**config.mk**
```make
export PLATFORM = sky130hd
export DESIGN_NAME = ps2_mouse_packet_tracker
export DESIGN_NICKNAME = d
export VERILOG_FILES = /design/src/rtl/ps2mpt_pkg.sv /design/src/rtl/ps2mpt_front.sv /design/src/rtl/ps2mpt_back.sv /design/src/rtl/ps2_mouse_packet_tracker.sv
export SDC_FILE = /design/constraint.sdc
export NUM_CORES = 1
export LEC_CHECK = 0
export BUFFER_PORTS_ARGS = -buffer_cell sky130_fd_sc_hd__clkbuf_2
export CAP_MARGIN = 20
export CORE_MARGIN = 4
export CORE_UTILIZATION = 35
export DETAILED_ROUTE_END_ITERATION = 10
export PLACE_DENSITY = 0.61
export SYNTH_ARGS = -nofsm -noshare
export SYNTH_HDL_FRONTEND = slang
export SYNTH_SLANG_ARGS = --single-unit
export TNS_END_PERCENT = 100
```
**constraint.sdc**
```tcl
create_clock -name clock -period 6.1 [get_ports clock]
set_clock_uncertainty 0.05 [all_clocks]
set_input_delay 0.305 -clock clock [delete_from_list [all_inputs] [get_ports clock]]
set_output_delay 0.305 -clock clock [all_outputs]
set_load 0.01 [all_outputs]
```
**src/rtl/ps2mpt_pkg.sv**
```systemverilog
package ps2mpt_pkg;

   // Request kinds carried in req_tuser
   typedef enum logic {
      OP_DATA  = 1'b0,
      OP_CLEAR = 1'b1
   } op_type;

   // Command kinds handed from the front to the back
   typedef enum logic {
      CMD_BYTE  = 1'b0,
      CMD_CLEAR = 1'b1
   } cmd_kind_type;

   // Packet assembly position, one-hot
   typedef enum logic [2:0] {
      POS_HEAD = 3'b001,
      POS_X    = 3'b010,
      POS_Y    = 3'b100
   } byte_pos_type;

   // Classified command in the queue
   typedef struct packed {
      cmd_kind_type kind;
      logic         sync;    // bit 3 of the byte, marks a valid header
      logic [7:0]   data;
   } cmd_type;

   // Header bit positions
   localparam int unsigned HDR_SYNC_BIT  = 3;
   localparam int unsigned HDR_XSIGN_BIT = 4;
   localparam int unsigned HDR_YSIGN_BIT = 5;
   localparam int unsigned BTN_LEFT      = 0;
   localparam int unsigned BTN_RIGHT     = 1;
   localparam int unsigned BTN_MIDDLE    = 2;

   // Queue between front and back
   localparam int unsigned QUEUE_DEPTH = 2;

   // Register map
   localparam int unsigned CSR_ADDR_BITS = 3;
   localparam logic        CSR_IDX_WIDTH  = 1'b0;
   localparam logic        CSR_IDX_HEIGHT = 1'b1;
   localparam int unsigned SIZE_BITS = 13;
   localparam logic [SIZE_BITS-1:0] RESET_WIDTH  = 13'd320;
   localparam logic [SIZE_BITS-1:0] RESET_HEIGHT = 13'd200;

   // Cursor start position
   localparam int unsigned START_X = 160;
   localparam int unsigned START_Y = 100;

endpackage

```
**src/rtl/ps2mpt_front.sv**
```systemverilog
module ps2mpt_front
   import ps2mpt_pkg::*;
(
   input  logic       clock,
   input  logic       reset,
   input  logic       req_tvalid,
   output logic       req_tready,
   input  logic [7:0] req_tdata,
   input  logic       req_tuser,
   output logic       cmd_valid,
   output cmd_type    cmd,
   input  logic       cmd_pop
);

   cmd_type    queue_ff [QUEUE_DEPTH];
   logic       wr_ptr_ff, wr_ptr_in;
   logic       rd_ptr_ff, rd_ptr_in;
   logic [1:0] count_ff, count_in;
   logic       push;
   cmd_type    new_cmd;

   // Classify the incoming request
   always_comb begin
      new_cmd.kind = (req_tuser == OP_CLEAR) ? CMD_CLEAR : CMD_BYTE;
      new_cmd.sync = req_tdata[HDR_SYNC_BIT];
      new_cmd.data = req_tdata;
   end

   assign req_tready = (count_ff != 2'(QUEUE_DEPTH));
   assign push       = req_tvalid && req_tready;
   assign cmd_valid  = (count_ff != 2'd0);
   assign cmd        = queue_ff[rd_ptr_ff];

   // Advance pointers and fill count
   always_comb begin
      wr_ptr_in = push ? ~wr_ptr_ff : wr_ptr_ff;
      rd_ptr_in = cmd_pop ? ~rd_ptr_ff : rd_ptr_ff;
      count_in  = count_ff + 2'(push) - 2'(cmd_pop);
   end

   always_ff @(posedge clock) begin
      if (reset) begin
         wr_ptr_ff <= 1'b0;
         rd_ptr_ff <= 1'b0;
         count_ff  <= 2'd0;
      end else begin
         wr_ptr_ff <= wr_ptr_in;
         rd_ptr_ff <= rd_ptr_in;
         count_ff  <= count_in;
      end
   end

   // Store the classified command
   always_ff @(posedge clock) begin
      if (push) begin
         queue_ff[wr_ptr_ff] <= new_cmd;
      end
   end

endmodule

```
**src/rtl/ps2mpt_back.sv**
```systemverilog
module ps2mpt_back
   import ps2mpt_pkg::*;
#(
   parameter int unsigned COORD_BITS = 12
) (
   input  logic                  clock,
   input  logic                  reset,
   input  logic                  cmd_valid,
   input  cmd_type               cmd,
   output logic                  cmd_pop,
   input  logic [COORD_BITS-1:0] lim_x,
   input  logic [COORD_BITS-1:0] lim_y,
   output logic                  rsp_tvalid,
   input  logic                  rsp_tready,
   output logic [COORD_BITS-1:0] cursor_x,
   output logic [COORD_BITS-1:0] cursor_y,
   output logic signed [8:0]     delta_x,
   output logic signed [9:0]     delta_y,
   output logic [2:0]            buttons,
   output logic [1:0]            clicks,
   output logic                  packet_done
);

   byte_pos_type          pos_ff, pos_in;
   logic [7:0]            header_ff, header_in;
   logic [7:0]            xbyte_ff, xbyte_in;
   logic [COORD_BITS-1:0] pos_x_ff, pos_x_in;
   logic [COORD_BITS-1:0] pos_y_ff, pos_y_in;
   logic signed [8:0]     dx_ff, dx_in;
   logic signed [9:0]     dy_ff, dy_in;
   logic [2:0]            btn_ff, btn_in;
   logic [1:0]            click_ff, click_in;
   logic                  done_ff, done_in;
   logic                  valid_ff, valid_in;
   logic signed [8:0]     dx_new;
   logic signed [9:0]     dy_raw;
   logic signed [9:0]     dy_new;
   logic [2:0]            btn_new;

   function automatic logic [COORD_BITS-1:0] clamp_move(
      input logic [COORD_BITS-1:0] pos,
      input logic signed [9:0]     delta,
      input logic [COORD_BITS-1:0] lim
   );
      logic signed [COORD_BITS+1:0] sum;
      logic [COORD_BITS-1:0]        res;
      sum = $signed({2'b00, pos}) + (COORD_BITS+2)'(delta);
      if (sum < 0) begin
         res = '0;
      end else if (sum > $signed({2'b00, lim})) begin
         res = lim;
      end else begin
         res = sum[COORD_BITS-1:0];
      end
      return res;
   endfunction

   // Take a command whenever the result slot is free or being drained
   assign cmd_pop = cmd_valid && (!valid_ff || rsp_tready);

   // Decode movement from the stored header and x byte and the incoming y byte
   assign dx_new  = {header_ff[HDR_XSIGN_BIT], xbyte_ff};
   assign dy_raw  = {header_ff[HDR_YSIGN_BIT], header_ff[HDR_YSIGN_BIT], cmd.data};
   assign dy_new  = -dy_raw;
   assign btn_new = header_ff[2:0];

   // Next tracked state
   always_comb begin
      pos_in    = pos_ff;
      header_in = header_ff;
      xbyte_in  = xbyte_ff;
      pos_x_in  = pos_x_ff;
      pos_y_in  = pos_y_ff;
      dx_in     = dx_ff;
      dy_in     = dy_ff;
      btn_in    = btn_ff;
      click_in  = click_ff;
      done_in   = 1'b0;
      if (cmd.kind == CMD_CLEAR) begin
         dx_in    = '0;
         dy_in    = '0;
         click_in = '0;
      end else begin
         unique case (pos_ff)
            POS_X: begin
               xbyte_in = cmd.data;
               pos_in   = POS_Y;
            end
            POS_Y: begin
               dx_in    = dx_new;
               dy_in    = dy_new;
               btn_in   = btn_new;
               click_in = {!btn_ff[BTN_RIGHT] && btn_new[BTN_RIGHT],
                           !btn_ff[BTN_LEFT] && btn_new[BTN_LEFT]};
               pos_x_in = clamp_move(pos_x_ff, 10'(dx_new), lim_x);
               pos_y_in = clamp_move(pos_y_ff, dy_new, lim_y);
               pos_in   = POS_HEAD;
               done_in  = 1'b1;
            end
            default: begin
               // Header slot: drop bytes without the sync bit
               if (cmd.sync) begin
                  header_in = cmd.data;
                  pos_in    = POS_X;
               end else begin
                  pos_in = POS_HEAD;
               end
            end
         endcase
      end
   end

   // Result slot valid
   always_comb begin
      if (cmd_pop) begin
         valid_in = 1'b1;
      end else if (rsp_tready) begin
         valid_in = 1'b0;
      end else begin
         valid_in = valid_ff;
      end
   end

   // Update state only when a command is taken; the state doubles as the result
   always_ff @(posedge clock) begin
      if (reset) begin
         pos_ff    <= POS_HEAD;
         header_ff <= '0;
         xbyte_ff  <= '0;
         pos_x_ff  <= COORD_BITS'(START_X);
         pos_y_ff  <= COORD_BITS'(START_Y);
         dx_ff     <= '0;
         dy_ff     <= '0;
         btn_ff    <= '0;
         click_ff  <= '0;
         done_ff   <= 1'b0;
         valid_ff  <= 1'b0;
      end else begin
         valid_ff <= valid_in;
         if (cmd_pop) begin
            pos_ff    <= pos_in;
            header_ff <= header_in;
            xbyte_ff  <= xbyte_in;
            pos_x_ff  <= pos_x_in;
            pos_y_ff  <= pos_y_in;
            dx_ff     <= dx_in;
            dy_ff     <= dy_in;
            btn_ff    <= btn_in;
            click_ff  <= click_in;
            done_ff   <= done_in;
         end
      end
   end

   assign rsp_tvalid  = valid_ff;
   assign cursor_x    = pos_x_ff;
   assign cursor_y    = pos_y_ff;
   assign delta_x     = dx_ff;
   assign delta_y     = dy_ff;
   assign buttons     = btn_ff;
   assign clicks      = click_ff;
   assign packet_done = done_ff;

endmodule

```
**src/rtl/ps2_mouse_packet_tracker.sv**
```systemverilog
// Channel   Direction  Handshake            Payload
// req_      in         tvalid/tready        tdata: data_byte; tuser: op
// rsp_      out        tvalid/tready        tdata: tracked state; tlast: packet_done
// csr_      in         psel/penable/pwrite  column count @0x0, row count @0x4
//
// One request per cycle while the queue has room, one result per request;
// a result is offered once its request has passed the front queue and then
// the back state register. Each packet moves the cursor by one add and clamp.
// A two-entry queue lets requests keep coming while rsp_ stalls.
// Synchronous active-high reset; screen size returns to 320 x 200.
module ps2_mouse_packet_tracker
   import ps2mpt_pkg::*;
#(
   parameter int unsigned COORD_BITS = 12
) (
   input  logic                     clock,
   input  logic                     reset,
   input  logic                     req_tvalid,
   output logic                     req_tready,
   input  logic [7:0]               req_tdata,   // [7:0] data_byte
   input  logic                     req_tuser,   // [0] op
   output logic                     rsp_tvalid,
   input  logic                     rsp_tready,
   // cursor_x, cursor_y, delta_x, delta_y, button_left, button_right,
   // button_middle, left_click, right_click (lowest bit first)
   output logic [((2*COORD_BITS+24+7)/8)*8-1:0] rsp_tdata,
   output logic                     rsp_tlast,
   input  logic                     csr_psel,
   input  logic                     csr_penable,
   input  logic                     csr_pwrite,
   input  logic [CSR_ADDR_BITS-1:0] csr_paddr,
   input  logic [31:0]              csr_pwdata,
   output logic [31:0]              csr_prdata,
   output logic                     csr_pready
);

   localparam int unsigned RSP_W = ((2*COORD_BITS+24+7)/8)*8;

   logic [SIZE_BITS-1:0]  width_ff, height_ff;
   logic [COORD_BITS-1:0] lim_x_ff, lim_y_ff;
   logic                  csr_write;
   logic                  csr_idx;
   logic                  cmd_valid;
   cmd_type               cmd;
   logic                  cmd_pop;
   logic [COORD_BITS-1:0] cursor_x, cursor_y;
   logic signed [8:0]     delta_x;
   logic signed [9:0]     delta_y;
   logic [2:0]            buttons;
   logic [1:0]            clicks;
   logic                  packet_done;

   // Largest coordinate for a screen size: zero acts as one, big sizes saturate
   function automatic logic [COORD_BITS-1:0] size_limit(input logic [SIZE_BITS-1:0] size);
      logic [COORD_BITS-1:0] lim;
      if (size == '0) begin
         lim = '0;
      end else if (32'(size) > (32'd1 << COORD_BITS)) begin
         lim = '1;
      end else begin
         lim = COORD_BITS'(size - SIZE_BITS'(1));
      end
      return lim;
   endfunction

   // Register writes and reads
   assign csr_pready = 1'b1;
   assign csr_write  = csr_psel && csr_penable && csr_pwrite && csr_pready;
   assign csr_idx    = csr_paddr[2];
   assign csr_prdata = (csr_idx == CSR_IDX_HEIGHT) ? 32'(height_ff) : 32'(width_ff);

   always_ff @(posedge clock) begin
      if (reset) begin
         width_ff  <= RESET_WIDTH;
         height_ff <= RESET_HEIGHT;
         lim_x_ff  <= size_limit(RESET_WIDTH);
         lim_y_ff  <= size_limit(RESET_HEIGHT);
      end else if (csr_write) begin
         if (csr_idx == CSR_IDX_WIDTH) begin
            width_ff <= csr_pwdata[SIZE_BITS-1:0];
            lim_x_ff <= size_limit(csr_pwdata[SIZE_BITS-1:0]);
         end else begin
            height_ff <= csr_pwdata[SIZE_BITS-1:0];
            lim_y_ff  <= size_limit(csr_pwdata[SIZE_BITS-1:0]);
         end
      end
   end

   ps2mpt_front u_front (
      .clock      (clock),
      .reset      (reset),
      .req_tvalid (req_tvalid),
      .req_tready (req_tready),
      .req_tdata  (req_tdata),
      .req_tuser  (req_tuser),
      .cmd_valid  (cmd_valid),
      .cmd        (cmd),
      .cmd_pop    (cmd_pop)
   );

   ps2mpt_back #(
      .COORD_BITS (COORD_BITS)
   ) u_back (
      .clock       (clock),
      .reset       (reset),
      .cmd_valid   (cmd_valid),
      .cmd         (cmd),
      .cmd_pop     (cmd_pop),
      .lim_x       (lim_x_ff),
      .lim_y       (lim_y_ff),
      .rsp_tvalid  (rsp_tvalid),
      .rsp_tready  (rsp_tready),
      .cursor_x    (cursor_x),
      .cursor_y    (cursor_y),
      .delta_x     (delta_x),
      .delta_y     (delta_y),
      .buttons     (buttons),
      .clicks      (clicks),
      .packet_done (packet_done)
   );

   // Pack the result
   assign rsp_tdata = RSP_W'({clicks[BTN_RIGHT], clicks[BTN_LEFT], buttons[BTN_MIDDLE],
                              buttons[BTN_RIGHT], buttons[BTN_LEFT], delta_y, delta_x,
                              cursor_y, cursor_x});
   assign rsp_tlast = packet_done;

   // A click flag is only ever set while its button is held
   a_click_needs_button: assert property (@(posedge clock) disable iff (reset)
      rsp_tvalid |-> !(clicks[BTN_LEFT] && !buttons[BTN_LEFT]) &&
                     !(clicks[BTN_RIGHT] && !buttons[BTN_RIGHT]))
      else $error("click flag without held button");

   // A full queue always has a command to offer the back
   a_full_not_empty: assert property (@(posedge clock) disable iff (reset)
      !req_tready |-> cmd_valid)
      else $error("queue full but empty");

   // A clear taken by the back yields zeroed movement and clicks next cycle
   a_clear_zeroes: assert property (@(posedge clock) disable iff (reset)
      cmd_pop && cmd.kind == CMD_CLEAR |=> rsp_tvalid && delta_x == '0 &&
         delta_y == '0 && clicks == '0 && !packet_done)
      else $error("clear did not zero frame state");

endmodule
```
==> summary.txt <==
Drt
  • Highest routed layer: met4
  • Routed Antenna Nets: 0
  • Iter 0 DRT Violations: 330
  • Final wirelength: 18.6 mm
  • Residual DRC: 0
  • Wire length on met2: 8.77 mm
  • Via count: 6270
  • M1 WL: 8.95 mm
  • DR pass1 iterations: 5
  • Via/cell ratio: 4.97
  • Post-DR wirelength/cell: 14.7 um
  • Routed wl met3: 678 um

GRT
  • Initial antenna violation count: 0
  • Pin count of the biggest net entering global routing: 49
  • Total GRT Usage: 15.4%
  • Grt total ovfl: 0
  • First-pass GRT wire length: 30.2 mm
  • Vias in the first global route: 5826

Die
  • Die X: 156 um
  • I/O pins: 135
  • FP Rows: 53
  • Starting Density: 36.0%
  • Core footprint: 0.0213 mm2
  • Chip height: 156 um
  • Die Footprint: 0.0243 mm2

Clocking
  • Clock Latency Late Sink: 0.42 ns
  • Clock Sinks: 139
  • Num CTS Buffers: 17
  • Root Driver: clkbuf_16
  • Clk pin slew, worst setup/hold paths: 0.06 ns
  • Htree depth: 4
  • Clock buffer depth: 2
  • CTS tree: yes

Layout
  • NumNets Final: 1085
  • Layout area overhead: 16.9%
  • Final core occ: 42.1%
  • Layout cells sized above 1: 17.1%
  • Fin cells: 1262
  • N_diodes: 0

Critical path
  • Setup crit end kind: register
  • CP Class: register to register
  • Critical path startpoint category: register
  • CP required: 6.35 ns
  • Critical path peak fanout: 12
  • Critical path arrival: 5.58 ns

Yosys
  • Most numerous cell in the Yosys netlist: dfxtp_1
  • Syn avg cell area: 8.69 um2
  • Synthesis Warnings: 0
  • Synth top area cells: dfxtp_1 (32%), ha_1 (9.5%), edfxtp_1 (7.1%)
  • Post-Synthesis Cells: 882
  • Share of the synthesized area in the top cell type: 31.6%
  • Sequential share of the synthesized area: 38.7%
  • Post-synth EDFFs: 18
  • Synth Register Bits: 139
  • Netlist Area Pre-Place: 0.00766 mm2
  • Yosys cell types: 69
  • Async set or reset register ratio after synthesis: 0%
  • Primary FF master, synth: dfxtp_1
  • Cell taking the most area after synthesis: dfxtp_1
  • Most frequent cells after synthesis: dfxtp_1 (121), nand2_1 (116), nor2_1 (89)

STA
  • Final setup margin: 0.771 ns
  • Hold Violations, Final: 0
  • Tcrit/Tclk final: 87.4%
  • RSZ-0062 raised after global routing: false
  • Fin Setup TNS: 0 ns
  • Slew at the pin with the worst max-slew slack: 1.00 ns
  • Tmin final: 5.33 ns
  • Max Freq: 188 MHz
  • Final Slew Violations: 0
  • Rel. slew slack: 32.8%
  • Endpoints failing setup: 0

Power and ir drop
  • Max rail drop VDD: 0.000200 V
  • PD cells: 353 mW/mm2
  • Leakage power: 3.88 nW
  • Total power: 3.16 mW

Placed design
  • IO Port Bufs: 93
  • Placed insts: 1224
  • Pre-CTS setup slack: 0.817 ns
  • Hpwl dp: 14.0 mm
  • GPL Wtd Cong: 0.760

Job
  • Max Cap Viol: 0

Min path
  • Min-delay worst type: primary input to register

Run status
  • Status: completed
[area by class of cell]
class | count | area (um2)
inverters | 49 | 184
fillers | 2143 | 12300
clock inverters | 15 | 155
multi-input cells | 657 | 4280
clock buffers | 17 | 425
flip-flops and latches | 139 | 2960
repair buffers | 110 | 608
well taps | 275 | 344
[what timing repair did]
| action | in CTS | in global routing |
|---|---|---|
| hold endpoints to repair | 12 | 0 |
| gates resized for setup | 0 | 0 |
| setup endpoints to repair | 0 | 0 |
| setup buffers | 0 | 0 |
| hold buffers | 6 | 0 |
[worst max-delay path, cell delays in order (launching register included)]
cell,delay [ns]
dfxtp_1,0.57
mux2i_2,0.52
and2_1,0.24
and3_1,0.33
nand2_1,0.11
xnor2_1,0.12
o21ai_0,0.24
ha_1,0.33
or3_1,0.35
o21ai_0,0.08
a21oi_1,0.09
a21oi_1,0.20
xnor2_1,0.11
ha_1,0.29
nand4_1,0.13
o311a_1,0.39
or2_2,0.28
a21boi_1,0.14
nand3b_4,0.30
mux2i_1,0.25
o21ai_1,0.08
[power breakdown]
part / total, mW / internal [mW] / switching [mW]
Sequential: 1.03 / 0.984 / 0.0469
Combinational: 1.11 / 0.484 / 0.630
Clock: 1.02 / 0.576 / 0.439
Total: 3.16 / 2.04 / 1.12
[placed cells by master, fill, tap and decap left out, types with 17 or more instances in the layout]
cell type,n
conb_1,20
nand2_1,116
dfxtp_1,121
a211oi_1,17
clkbuf_2,92
o21ai_0,40
xnor2_1,23
inv_1,49
nor2_1,89
mux2i_1,31
a22oi_1,19
edfxtp_1,18
a21oi_1,81
ha_1,58
clkbuf_16,17
[per-stage QoR]
| stage | instance area (um2) | hold WS [ns] |
|---|---|---|
| 2_1_floorplan | 7730 | 0.354 |
| 4_1_cts | 8960 | 0.00328 |
| 3_3_place_gp | 8320 | 0.388 |
| 3_5_place_dp | 8320 | 0.395 |
| 5_1_grt | 8960 | 0.00566 |
| 6_report | 8960 | 0.0281 |
[cells by family after synthesis]
logic type | after synthesis | share of synthesized area (%)
XOR/XNOR | 38 | 4.34
AO/OA/AOI/OAI | 211 | 16.9
adder cells (fa/ha/maj) | 61 | 10.1
AND/OR/NAND/NOR | 279 | 16.9
flip-flops | 139 | 38.7
buffers and inverters | 104 | 6.40
multiplexers | 48 | 6.61
other | 2 | 0.0980
[final timing paths]
kind | startpoint | end | slack [ns] | cells past startpoint
max | register | u_back.cursor_y[7] | 0.77 | 20
min | req_tdata[6] | u_front.queue_ff[1][6] | 0.03 | 1
max reg2reg | register | u_back.cursor_y[7] | 0.77 | 20
min reg2reg | width_ff[10] | width_ff[10] | 0.40 | 2
[state kept, by name, indices dropped and copies added (netlist names), named ones only]
register	count
u_front.queue_ff	18
height_ff	13
width_ff	13
lim_x_ff	12
lim_y_ff	12
u_back.cursor_x	12
u_back.cursor_y	12
u_back.delta_y	10
u_back.delta_x	9
u_back.xbyte_ff	8
u_back.header_ff	5
u_back.buttons	3
u_back.pos_ff	3
u_back.clicks	2
u_front.count_ff	2
u_back.packet_done	1
u_back.rsp_tvalid	1
u_front.rd_ptr_ff	1
u_front.wr_ptr_ff	1
[routing by layer]
layer	up-vias	global-route usage (%)
li1	3232	-
met1	2931	21.5
met2	96	24.3
met3	11	3.00
met4	0	4.25
met5	-	0
No activity file was read; power rests on OpenSTA's default activity.
